## src/rtl/rpe_pkg.sv

```systemverilog
// ----------------------------------------------------------------------------
// Rotary PIN entry package
// Shared constants, command codes and the structs used by the entry datapath.
// ----------------------------------------------------------------------------
`default_nettype none

package rpe_pkg;

  localparam int MAX_DIGITS = 8;
  localparam int POS_W      = $clog2(MAX_DIGITS + 1);
  localparam int DIGIT_W    = 4;
  localparam int CMD_W      = 3;
  localparam int RIDX_W     = 3;
  localparam int COUNT_W    = 4;
  localparam int CFG_IDX_W  = 3;
  localparam int CFG_DATA_W = 4;

  localparam logic [DIGIT_W-1:0] DIGIT_MAX = DIGIT_W'(9);

  typedef enum logic [CMD_W-1:0] {
    CMD_RIGHT    = 3'd0,
    CMD_LEFT     = 3'd1,
    CMD_OK_SHORT = 3'd2,
    CMD_OK_LONG  = 3'd3,
    CMD_BACK     = 3'd4,
    CMD_CLEAR    = 3'd5
  } cmd_t;

  localparam logic [CFG_IDX_W-1:0] CFG_PIN_LENGTH        = 3'd0;
  localparam logic [CFG_IDX_W-1:0] CFG_MIN_DIGITS        = 3'd1;
  localparam logic [CFG_IDX_W-1:0] CFG_DIAL_EN           = 3'd2;
  localparam logic [CFG_IDX_W-1:0] CFG_LAST_REVERSES     = 3'd3;
  localparam logic [CFG_IDX_W-1:0] CFG_FINISH_ON_CONFIRM = 3'd4;

  typedef struct packed {
    logic [3:0] pin_length;
    logic [3:0] min_digits;
    logic       dial_en;
    logic       last_reverses;
    logic       finish_on_confirm;
  } cfg_t;

  typedef struct packed {
    logic                 handled;
    logic                 finished;
    logic [COUNT_W-1:0]   entered_count;
    logic [DIGIT_W-1:0]   spin_digit;
    logic [DIGIT_W-1:0]   read_digit;
  } result_t;

endpackage

`default_nettype wire

```

## src/rtl/rpe_in_if.sv

```systemverilog
// ----------------------------------------------------------------------------
// Rotary PIN entry event channel
// Valid/ready channel carrying one input event beat.
// ----------------------------------------------------------------------------
`default_nettype none

interface rpe_in_if;
  logic                        valid;
  logic                        ready;
  logic [rpe_pkg::CMD_W-1:0]   command;
  logic [rpe_pkg::RIDX_W-1:0]  read_index;

  modport source (output valid, output command, output read_index, input ready);
  modport sink   (input valid, input command, input read_index, output ready);
endinterface

`default_nettype wire

```

## src/rtl/rpe_out_if.sv

```systemverilog
// ----------------------------------------------------------------------------
// Rotary PIN entry result channel
// Valid/ready channel carrying one result beat.
// ----------------------------------------------------------------------------
`default_nettype none

interface rpe_out_if;
  logic                          valid;
  logic                          ready;
  logic                          handled;
  logic                          finished;
  logic [rpe_pkg::COUNT_W-1:0]   entered_count;
  logic [rpe_pkg::DIGIT_W-1:0]   spin_digit;
  logic [rpe_pkg::DIGIT_W-1:0]   read_digit;

  modport source (output valid, output handled, output finished, output entered_count,
                  output spin_digit, output read_digit, input ready);
  modport sink   (input valid, input handled, input finished, input entered_count,
                  input spin_digit, input read_digit, output ready);
endinterface

`default_nettype wire

```

## src/rtl/rpe_engine.sv

```systemverilog
// ----------------------------------------------------------------------------
// Rotary PIN entry engine
// Entry state, digit store and the single-pass update for one event.
// ----------------------------------------------------------------------------
`default_nettype none

module rpe_engine (
  input  wire logic                        clk,
  input  wire logic                        rst_n,
  input  wire logic                        step,
  input  wire logic [rpe_pkg::CMD_W-1:0]   cmd,
  input  wire logic [rpe_pkg::RIDX_W-1:0]  ridx,
  input  wire rpe_pkg::cfg_t               cfg,
  output rpe_pkg::result_t                 res
);

  logic [rpe_pkg::POS_W-1:0]   pos_r,   pos_nxt;
  logic [rpe_pkg::DIGIT_W-1:0] spin_r,  spin_nxt;
  logic                        eng_r,   eng_nxt;
  logic                        done_r,  done_nxt;
  logic [rpe_pkg::DIGIT_W-1:0] store_r   [rpe_pkg::MAX_DIGITS];
  logic [rpe_pkg::DIGIT_W-1:0] store_nxt [rpe_pkg::MAX_DIGITS];

  logic [rpe_pkg::POS_W-1:0]   len;
  logic [rpe_pkg::POS_W-1:0]   min_len;
  logic [rpe_pkg::POS_W-1:0]   pos_inc;
  logic [rpe_pkg::POS_W-1:0]   pos_dec;
  logic                        right;
  logic                        cw_expected;
  logic                        free_last;
  logic                        handled;
  logic                        wr_cur;
  logic                        wr_zero_next;
  logic                        wr_zero_prev;
  logic [rpe_pkg::DIGIT_W-1:0] rd_digit;

  function automatic logic [rpe_pkg::DIGIT_W-1:0] spin_step(
    input logic [rpe_pkg::DIGIT_W-1:0] val,
    input logic                        up
  );
    logic [rpe_pkg::DIGIT_W-1:0] r;
    if (up) begin
      r = (val >= rpe_pkg::DIGIT_MAX) ? '0 : val + 1'b1;
    end else begin
      r = (val == '0) ? rpe_pkg::DIGIT_MAX : val - 1'b1;
    end
    return r;
  endfunction

  always_comb begin
    if (32'(cfg.pin_length) > rpe_pkg::MAX_DIGITS) begin
      len = rpe_pkg::POS_W'(rpe_pkg::MAX_DIGITS);
    end else begin
      len = rpe_pkg::POS_W'(cfg.pin_length);
    end
    if (32'(cfg.min_digits) > 32'(len)) begin
      min_len = len;
    end else begin
      min_len = rpe_pkg::POS_W'(cfg.min_digits);
    end
  end

  assign pos_inc     = pos_r + 1'b1;
  assign pos_dec     = pos_r - 1'b1;
  assign right       = (cmd == rpe_pkg::CMD_RIGHT);
  assign cw_expected = ~pos_r[0];
  assign free_last   = (pos_inc == len) && !cfg.last_reverses;

  always_comb begin
    pos_nxt      = pos_r;
    spin_nxt     = spin_r;
    eng_nxt      = eng_r;
    done_nxt     = done_r;
    handled      = 1'b1;
    wr_cur       = 1'b0;
    wr_zero_next = 1'b0;
    wr_zero_prev = 1'b0;
    unique case (cmd)
      rpe_pkg::CMD_RIGHT, rpe_pkg::CMD_LEFT: begin
        if (!cfg.dial_en || pos_r >= len) begin
          spin_nxt = spin_step(spin_r, right);
        end else if (right == cw_expected) begin
          eng_nxt  = 1'b1;
          spin_nxt = spin_step(spin_r, right);
        end else if (free_last || !eng_r) begin
          spin_nxt = spin_step(spin_r, right);
        end else begin
          wr_cur       = 1'b1;
          wr_zero_next = 1'b1;
          pos_nxt      = pos_inc;
          if (cfg.finish_on_confirm && pos_inc >= len) begin
            done_nxt = 1'b1;
          end
          eng_nxt  = 1'b1;
          spin_nxt = right ? rpe_pkg::DIGIT_W'(1) : rpe_pkg::DIGIT_MAX;
        end
      end
      rpe_pkg::CMD_OK_SHORT: begin
        if (pos_r < len) begin
          wr_cur       = 1'b1;
          wr_zero_next = 1'b1;
          pos_nxt      = pos_inc;
          if (cfg.finish_on_confirm && pos_inc >= len) begin
            done_nxt = 1'b1;
          end
          spin_nxt = '0;
        end
      end
      rpe_pkg::CMD_OK_LONG: begin
        if (pos_r >= min_len && pos_r <= len) begin
          done_nxt = 1'b1;
        end
      end
      rpe_pkg::CMD_BACK: begin
        if (pos_r == '0) begin
          handled = 1'b0;
        end else begin
          pos_nxt      = pos_dec;
          wr_zero_prev = 1'b1;
          spin_nxt     = '0;
          eng_nxt      = 1'b0;
        end
      end
      rpe_pkg::CMD_CLEAR: begin
        pos_nxt  = '0;
        spin_nxt = '0;
        eng_nxt  = 1'b0;
        done_nxt = 1'b0;
      end
      default: begin
        handled = 1'b0;
      end
    endcase
  end

  always_comb begin
    for (int i = 0; i < rpe_pkg::MAX_DIGITS; i++) begin
      store_nxt[i] = store_r[i];
      if (cmd == rpe_pkg::CMD_CLEAR) begin
        store_nxt[i] = '0;
      end else if (wr_cur && pos_r == rpe_pkg::POS_W'(i)) begin
        store_nxt[i] = spin_r;
      end else if (wr_zero_next && pos_inc == rpe_pkg::POS_W'(i)) begin
        store_nxt[i] = '0;
      end else if (wr_zero_prev && pos_dec == rpe_pkg::POS_W'(i)) begin
        store_nxt[i] = '0;
      end
    end
  end

  always_comb begin
    rd_digit = '0;
    for (int i = 0; i < rpe_pkg::MAX_DIGITS; i++) begin
      if (32'(ridx) == i) begin
        rd_digit = store_nxt[i];
      end
    end
  end

  assign res.handled       = handled;
  assign res.finished      = done_nxt;
  assign res.entered_count = rpe_pkg::COUNT_W'(pos_nxt);
  assign res.spin_digit    = spin_nxt;
  assign res.read_digit    = rd_digit;

  always_ff @(posedge clk) begin
    if (!rst_n) begin
      pos_r  <= '0;
      spin_r <= '0;
      eng_r  <= 1'b0;
      done_r <= 1'b0;
      for (int i = 0; i < rpe_pkg::MAX_DIGITS; i++) begin
        store_r[i] <= '0;
      end
    end else if (step) begin
      pos_r  <= pos_nxt;
      spin_r <= spin_nxt;
      eng_r  <= eng_nxt;
      done_r <= done_nxt;
      for (int i = 0; i < rpe_pkg::MAX_DIGITS; i++) begin
        store_r[i] <= store_nxt[i];
      end
    end
  end

endmodule

`default_nettype wire

```

## src/rtl/rotary_pin_entry_controller.sv

```systemverilog
// ----------------------------------------------------------------------------
// Rotary PIN entry controller
// Builds a decimal PIN from encoder notches and button events, one result
// beat per event beat.
// ----------------------------------------------------------------------------
// Usage:
//   in_if  : event beats (command, read_index), valid/ready.
//   out_if : one result beat per event (handled, finished, entered_count,
//            spin_digit, read_digit), valid/ready.
//   cfg_*  : register write port; write only while no event is in flight.
// Datapath: an accepted event goes into the input register, then through one pass
//   of update logic into the result register.
// Throughput: one event per cycle while the result is not stalled; the entry
//   state updates once per event, so each event sees everything before it.
// Stall: while out_if.ready is low the result holds and one more event is
//   taken into the input register; then in_if.ready drops.
// Reset: registers return to their defaults (length 4, minimum 4, standard
//   mode, last digit by reversal, no finish on confirm); PIN state clears.
// ----------------------------------------------------------------------------
`default_nettype none

module rotary_pin_entry_controller (
  input  wire logic                             clk,
  input  wire logic                             rst_n,
  rpe_in_if.sink                                in_if,
  rpe_out_if.source                             out_if,
  input  wire logic                             cfg_we,
  input  wire logic [rpe_pkg::CFG_IDX_W-1:0]    cfg_index,
  input  wire logic [rpe_pkg::CFG_DATA_W-1:0]   cfg_data
);

  rpe_pkg::cfg_t              cfg_r;
  logic                       in_vld_r;
  logic [rpe_pkg::CMD_W-1:0]  in_cmd_r;
  logic [rpe_pkg::RIDX_W-1:0] in_ridx_r;
  logic                       out_vld_r;
  rpe_pkg::result_t           out_r;
  rpe_pkg::result_t           res;
  logic                       adv;
  logic                       in_rdy;
  logic                       step;

  always_ff @(posedge clk) begin
    if (!rst_n) begin
      cfg_r.pin_length        <= 4'd4;
      cfg_r.min_digits        <= 4'd4;
      cfg_r.dial_en           <= 1'b0;
      cfg_r.last_reverses     <= 1'b1;
      cfg_r.finish_on_confirm <= 1'b0;
    end else if (cfg_we) begin
      unique case (cfg_index)
        rpe_pkg::CFG_PIN_LENGTH:        cfg_r.pin_length        <= cfg_data;
        rpe_pkg::CFG_MIN_DIGITS:        cfg_r.min_digits        <= cfg_data;
        rpe_pkg::CFG_DIAL_EN:           cfg_r.dial_en           <= cfg_data[0];
        rpe_pkg::CFG_LAST_REVERSES:     cfg_r.last_reverses     <= cfg_data[0];
        rpe_pkg::CFG_FINISH_ON_CONFIRM: cfg_r.finish_on_confirm <= cfg_data[0];
        default: begin
        end
      endcase
    end
  end

  assign adv         = !out_vld_r || out_if.ready;
  assign in_rdy      = !in_vld_r || adv;
  assign step        = in_vld_r && adv;
  assign in_if.ready = in_rdy;

  always_ff @(posedge clk) begin
    if (!rst_n) begin
      in_vld_r <= 1'b0;
    end else if (in_rdy) begin
      in_vld_r <= in_if.valid;
    end
  end

  always_ff @(posedge clk) begin
    if (in_rdy && in_if.valid) begin
      in_cmd_r  <= in_if.command;
      in_ridx_r <= in_if.read_index;
    end
  end

  rpe_engine u_engine (
    .clk   (clk),
    .rst_n (rst_n),
    .step  (step),
    .cmd   (in_cmd_r),
    .ridx  (in_ridx_r),
    .cfg   (cfg_r),
    .res   (res)
  );

  always_ff @(posedge clk) begin
    if (!rst_n) begin
      out_vld_r <= 1'b0;
    end else if (adv) begin
      out_vld_r <= in_vld_r;
    end
  end

  always_ff @(posedge clk) begin
    if (step) begin
      out_r <= res;
    end
  end

  assign out_if.valid         = out_vld_r;
  assign out_if.handled       = out_r.handled;
  assign out_if.finished      = out_r.finished;
  assign out_if.entered_count = out_r.entered_count;
  assign out_if.spin_digit    = out_r.spin_digit;
  assign out_if.read_digit    = out_r.read_digit;

  a_count_range: assert property (@(posedge clk) disable iff (!rst_n)
    out_vld_r |-> (32'(out_r.entered_count) <= rpe_pkg::MAX_DIGITS))
    else $error("entered count beyond maximum length");

  a_spin_range: assert property (@(posedge clk) disable iff (!rst_n)
    out_vld_r |-> (out_r.spin_digit <= rpe_pkg::DIGIT_MAX))
    else $error("spin digit out of decimal range");

  a_hold_pending: assert property (@(posedge clk) disable iff (!rst_n)
    (in_vld_r && !adv) |=> (in_vld_r && $stable(in_cmd_r) && $stable(in_ridx_r)))
    else $error("pending event lost while result stalled");

  a_unhandled_cmd: assert property (@(posedge clk) disable iff (!rst_n)
    (step && !res.handled) |-> (in_cmd_r == rpe_pkg::CMD_BACK || in_cmd_r > rpe_pkg::CMD_CLEAR))
    else $error("event dropped for a known command");

endmodule

`default_nettype wire
```

## src/flat_wrapper.sv

```systemverilog
// flat-port wrapper written by rule: the top's interface ports become plain ports
module rotary_pin_entry_controller_flat 
  (clk, rst_n, cfg_we, cfg_index, cfg_data, in_if_valid, in_if_command, in_if_read_index, in_if_ready, out_if_valid, out_if_handled, out_if_finished, out_if_entered_count, out_if_spin_digit, out_if_read_digit, out_if_ready);
  rpe_in_if in_if_i ();
  rpe_out_if out_if_i ();
  input  wire logic clk;
  input  wire logic rst_n;
  input  wire logic cfg_we;
  input  wire logic [rpe_pkg::CFG_IDX_W-1:0] cfg_index;
  input  wire logic [rpe_pkg::CFG_DATA_W-1:0] cfg_data;
  input wire logic [$bits(in_if_i.valid)-1:0] in_if_valid;
  input wire logic [$bits(in_if_i.command)-1:0] in_if_command;
  input wire logic [$bits(in_if_i.read_index)-1:0] in_if_read_index;
  output wire logic [$bits(in_if_i.ready)-1:0] in_if_ready;
  output wire logic [$bits(out_if_i.valid)-1:0] out_if_valid;
  output wire logic [$bits(out_if_i.handled)-1:0] out_if_handled;
  output wire logic [$bits(out_if_i.finished)-1:0] out_if_finished;
  output wire logic [$bits(out_if_i.entered_count)-1:0] out_if_entered_count;
  output wire logic [$bits(out_if_i.spin_digit)-1:0] out_if_spin_digit;
  output wire logic [$bits(out_if_i.read_digit)-1:0] out_if_read_digit;
  input wire logic [$bits(out_if_i.ready)-1:0] out_if_ready;
  assign in_if_i.valid = in_if_valid;
  assign in_if_i.command = in_if_command;
  assign in_if_i.read_index = in_if_read_index;
  assign in_if_ready = in_if_i.ready;
  assign out_if_valid = out_if_i.valid;
  assign out_if_handled = out_if_i.handled;
  assign out_if_finished = out_if_i.finished;
  assign out_if_entered_count = out_if_i.entered_count;
  assign out_if_spin_digit = out_if_i.spin_digit;
  assign out_if_read_digit = out_if_i.read_digit;
  assign out_if_i.ready = out_if_ready;
  rotary_pin_entry_controller u_core (.clk(clk), .rst_n(rst_n), .in_if(in_if_i), .out_if(out_if_i), .cfg_we(cfg_we), .cfg_index(cfg_index), .cfg_data(cfg_data));
endmodule
```

## config.mk

```make
export PLATFORM = sky130hd
export DESIGN_NAME = rotary_pin_entry_controller_flat
export DESIGN_NICKNAME = d
export VERILOG_FILES = /design/src/rtl/rpe_pkg.sv /design/src/rtl/rpe_in_if.sv /design/src/rtl/rpe_out_if.sv /design/src/rtl/rpe_engine.sv /design/src/rtl/rotary_pin_entry_controller.sv /design/src/flat_wrapper.sv
export SDC_FILE = /design/constraint.sdc
export NUM_CORES = 1
export LEC_CHECK = 0
export BUFFER_PORTS_ARGS = -buffer_cell sky130_fd_sc_hd__buf_2
export CORE_UTILIZATION = 24
export CTS_CLUSTER_SIZE = 24
export DETAILED_ROUTE_END_ITERATION = 8
export PLACE_DENSITY = 0.51
export RECOVER_POWER = 25
export SLEW_MARGIN = 20
export SYNTH_ARGS = -nofsm -noshare
export SYNTH_HDL_FRONTEND = slang
export SYNTH_SLANG_ARGS = --single-unit
```

## constraint.sdc

```tcl
create_clock -name clk -period 5.82 [get_ports clk]
set_input_delay 0.873 -clock clk [delete_from_list [all_inputs] [get_ports clk]]
set_output_delay 0.873 -clock clk [all_outputs]
set_load 0.02 [all_outputs]
```

==> results by group <==
GRT
  – Total track usage: 14.2%
  – GR Overflow Total: 0
  – Largest net degree at the start of global routing: 33
  – Initial antenna violation count: 0
  – Vias in the first global route: 4328
  – First-pass GRT wire length: 24200 um

Power and ir drop
  – Power density over cell area: 260 mW/mm2
  – Comb power frac: 15.4%
  – Sw Share: 26.8%
  – Clock Power Share: 42.7%
  – Leakage dissipation: 2.15 nW
  – Seq pwr share: 42.0%
  – Max VDD drop: 140 uV
  – Sw Pwr: 0.413 mW
  – Int Pwr: 1.12 mW

Flow run
  – Max cap viols: 0

Drt
  – Post-DR wirelength/cell: 17.4 um
  – Via count: 4506
  – Routed vias/inst: 5.25
  – Drt initial violations: 383
  – Final wirelength: 14900 um
  – DRC viols: 0
  – Pre-antenna DRT Iters: 5
  – Post-route ant nets: 0

Place
  – RD Place Congestion: 0.853
  – Detailed Place HPWL: 10700 um
  – IO buf count: 33

Timing
  – Sum of negative setup slack: 0 ns
  – Fmax: 239 MHz
  – Final setup viols: 0
  – Max-slew violation count: 0
  – Max_slew headroom: 17.5%
  – Tcrit/Tclk final: 71.8%
  – Worst-Margin Slew: 1.24 ns
  – Setup Skew: 0.00947 ns
  – RSZ-0062 raised after global routing: false
  – Minimum clock period after layout: 4.18 ns
  – Final Hold Violating Endpoints: 0

Critical path
  – Crit path capture type: flop
  – Worst Path Arrival: 4.35 ns
  – Worst endpoint required time: 5.99 ns
  – CP Launch Type: flop
  – Kind of critical path: flop to flop
  – Crit-path max FO: 19

Synthesis
  – Mapped Cells: 566
  – Syn Std Cell Area: 0.00519 mm2
  – Seq/Total Area, Yosys: 39.0%
  – Mux cell area share after synthesis: 2.60%
  – Synth Warn #: 0
  – Yosys cell types: 80
  – Main combinational cell family by area after synthesis: compound AO/OA/AOI/OAI gates
  – Fraction of registers with async set/reset: 0%
  – Number of synthesized flops with an enable pin: 52
  – Synthesized flop and latch total: 75
  – Post-Syn Area per Cell: 9.17 um2
  – Synthesized Nets: 610
  – Xor and xnor area share after synthesis: 0.844%
  – Synth Area in Compound Gates: 25.6%
  – Post-synthesis simple-gate area fraction: 20.9%
  – Synth Area in Adders: 6.27%
  – Top_reg_cell synth: edfxtp_1

Finish
  – Reg area: 0.00202 mm2
  – Share of cells above drive strength 1: 9.61%
  – Diodes inserted: 0
  – Fillers: 2260
  – Final net count: 622
  – Utilization after layout: 28.0%
  – Area Overhead vs Synth: 13.8%
  – Multi-input gate area in the final layout: 0.00292 mm2

Die
  – Die H: 149 um
  – Row cnt: 53
  – Die Span X: 149 um
  – I/O pins: 34
  – Die area: 0.0222 mm2
  – CORE AREA: 0.0211 mm2
  – Starting Density: 24.6%

Clock tree
  – CTS resizes: 0
  – CTS clock-pin slew for the worst setup and hold paths: 0.06 ns
  – Number of buffers created by CTS: 9
  – Clock buffer depth: 2
  – Hold buffer count at CTS: 0
  – Sink Count: 75
  – CTS tree: yes
  – H-tree depth: 3
  – Root Buffer: clkbuf_16
  – Worst-skew pair later-pin latency: 0.35 ns
  – Post-CTS setup buffer count: 0

Min path
  – Hold/Removal Path Class: flop to flop

Run status
  – Status: finished, final reports clean
[metrics by stage]
stage	power, mW	instance area, um2	hold WS [ns]	instances	setup slack, ns
final	1.54	5900	0.489	858	1.64
after global routing	1.60	5900	0.516	858	1.28
after CTS	1.56	5920	0.491	858	1.54
after detailed placement	0.891	5570	0.470	842	1.57
after global placement	0.894	5570	0.462	842	1.64
after floorplan	0.818	5190	0.440	566	2.51
[synthesized netlist by cell type (all sizes together), types with 4 or more instances]
cell type,count,area (um2)
buf,10,60.1
and3,5,31.3
nor3b,4,30.0
o311ai,4,35.0
nor2b,17,114
nand3b,4,30.0
a32oi,4,42.6
clkbuf,26,97.6
o211a,8,87.6
a22oi,24,180
nor3,13,70.1
nor2,54,203
o21a,5,37.5
and2,9,56.3
nand2b,6,37.5
o31ai,5,42.5
o32ai,5,43.8
dfxtp,23,460
nand4,9,56.3
edfxtp,52,1560
nand2,49,184
a21oi,27,135
a221oi,6,52.6
o211ai,5,37.5
inv,24,90.1
o21ai,16,80.1
or3,4,30.0
ha,26,325
nand3,27,135
a21o,8,60.1
o221ai,4,35.0
o22ai,7,43.8
a31oi,6,37.5
mux2i,9,90.1
a311oi,5,50.0
a22o,5,43.8
[placed cells by master, fill, tap and decap left out, types with 7 or more instances in the layout]
cell / count
o211a_1: 7
nand4_1: 9
nor2b_1: 16
ha_1: 26
nand3_1: 27
mux2i_1: 9
o21ai_0: 15
a22oi_1: 24
and2_1: 7
clkbuf_1: 17
clkbuf_16: 9
buf_2: 16
nand2_1: 49
a21oi_1: 27
dfxtp_1: 23
edfxtp_1: 52
nor2_1: 54
nor3_1: 12
a21o_1: 8
inv_1: 23
[power by group through the flow]
stage	Sequential (mW)	Combinational, mW	Clock (mW)
floorplan	0.638	0.181	0
global placement	0.656	0.237	0
detailed placement	0.655	0.236	0
CTS	0.645	0.237	0.674
global route	0.650	0.262	0.690
finish	0.645	0.236	0.656
[sequential cells by signal, summed over array words and instances (netlist names)]
| signal | count |
|---|---|
| u_core.out_if.finished | 1 |
| u_core.out_if.entered_count | 4 |
| u_core.in_cmd_r | 3 |
| u_core.u_engine.eng_r | 1 |
| u_core.u_engine.pos_r | 4 |
| u_core.u_engine.done_r | 1 |
| u_core.in_vld_r | 1 |
| u_core.in_ridx_r | 3 |
| u_core.cfg_r | 11 |
| u_core.u_engine.spin_r | 4 |
| u_core.out_if.handled | 1 |
| u_core.out_if.valid | 1 |
| u_core.out_if.spin_digit | 4 |
| u_core.u_engine.store_r | 32 |
| u_core.out_if.read_digit | 4 |
[layer usage]
metal  global-route usage, %  wire length, um  vias up
met5                       0                0        -
met4                    4.80              242        0
met3                    2.72              612       19
met2                    21.7             6790      128
met1                    19.8             7280     2164
li1                        -                -     2195
[cell families after synthesis]
group                    Yosys count
AO/OA/AOI/OAI                    175
XOR/XNOR                           5
adder cells (fa/ha/maj)           26
buffers and inverters             60
flip-flops                        75
multiplexers                      12
AND/OR/NAND/NOR                  213
[area by class of cell]
| class | count | area share (%) |
|---|---|---|
| multi-input combinational | 431 | 49.5 |
| tap | 275 | 5.83 |
| timing repair buffer | 37 | 2.95 |
| clock inverter | 6 | 1.89 |
| sequential | 75 | 34.2 |
| clock buffer | 10 | 4.05 |
| inverter | 24 | 1.53 |
[worst paths after layout]
kind	start	end	slack [ns]	cells past startpoint
max	u_core.u_engine.pos_r[0]	u_core.out_if.read_digit[0]	1.64	10
min	u_core.cfg_r[0]	u_core.cfg_r[0]	0.49	2
max reg2reg	u_core.u_engine.pos_r[0]	u_core.out_if.read_digit[0]	1.64	10
min reg2reg	u_core.cfg_r[0]	u_core.cfg_r[0]	0.49	2
[critical path, stage by stage (launching register included)]
cell and delay (ns):
dfxtp_1 0.74, ha_1 0.66, xor2_1 0.14, ha_1 0.32, nand4b_1 0.11, nor2_1 0.10, o22a_1 0.40, nor4_1 0.73
a21oi_1 0.15, a311o_1 0.43, a211oi_1 0.21
Power figures use the tool's default switching activity.
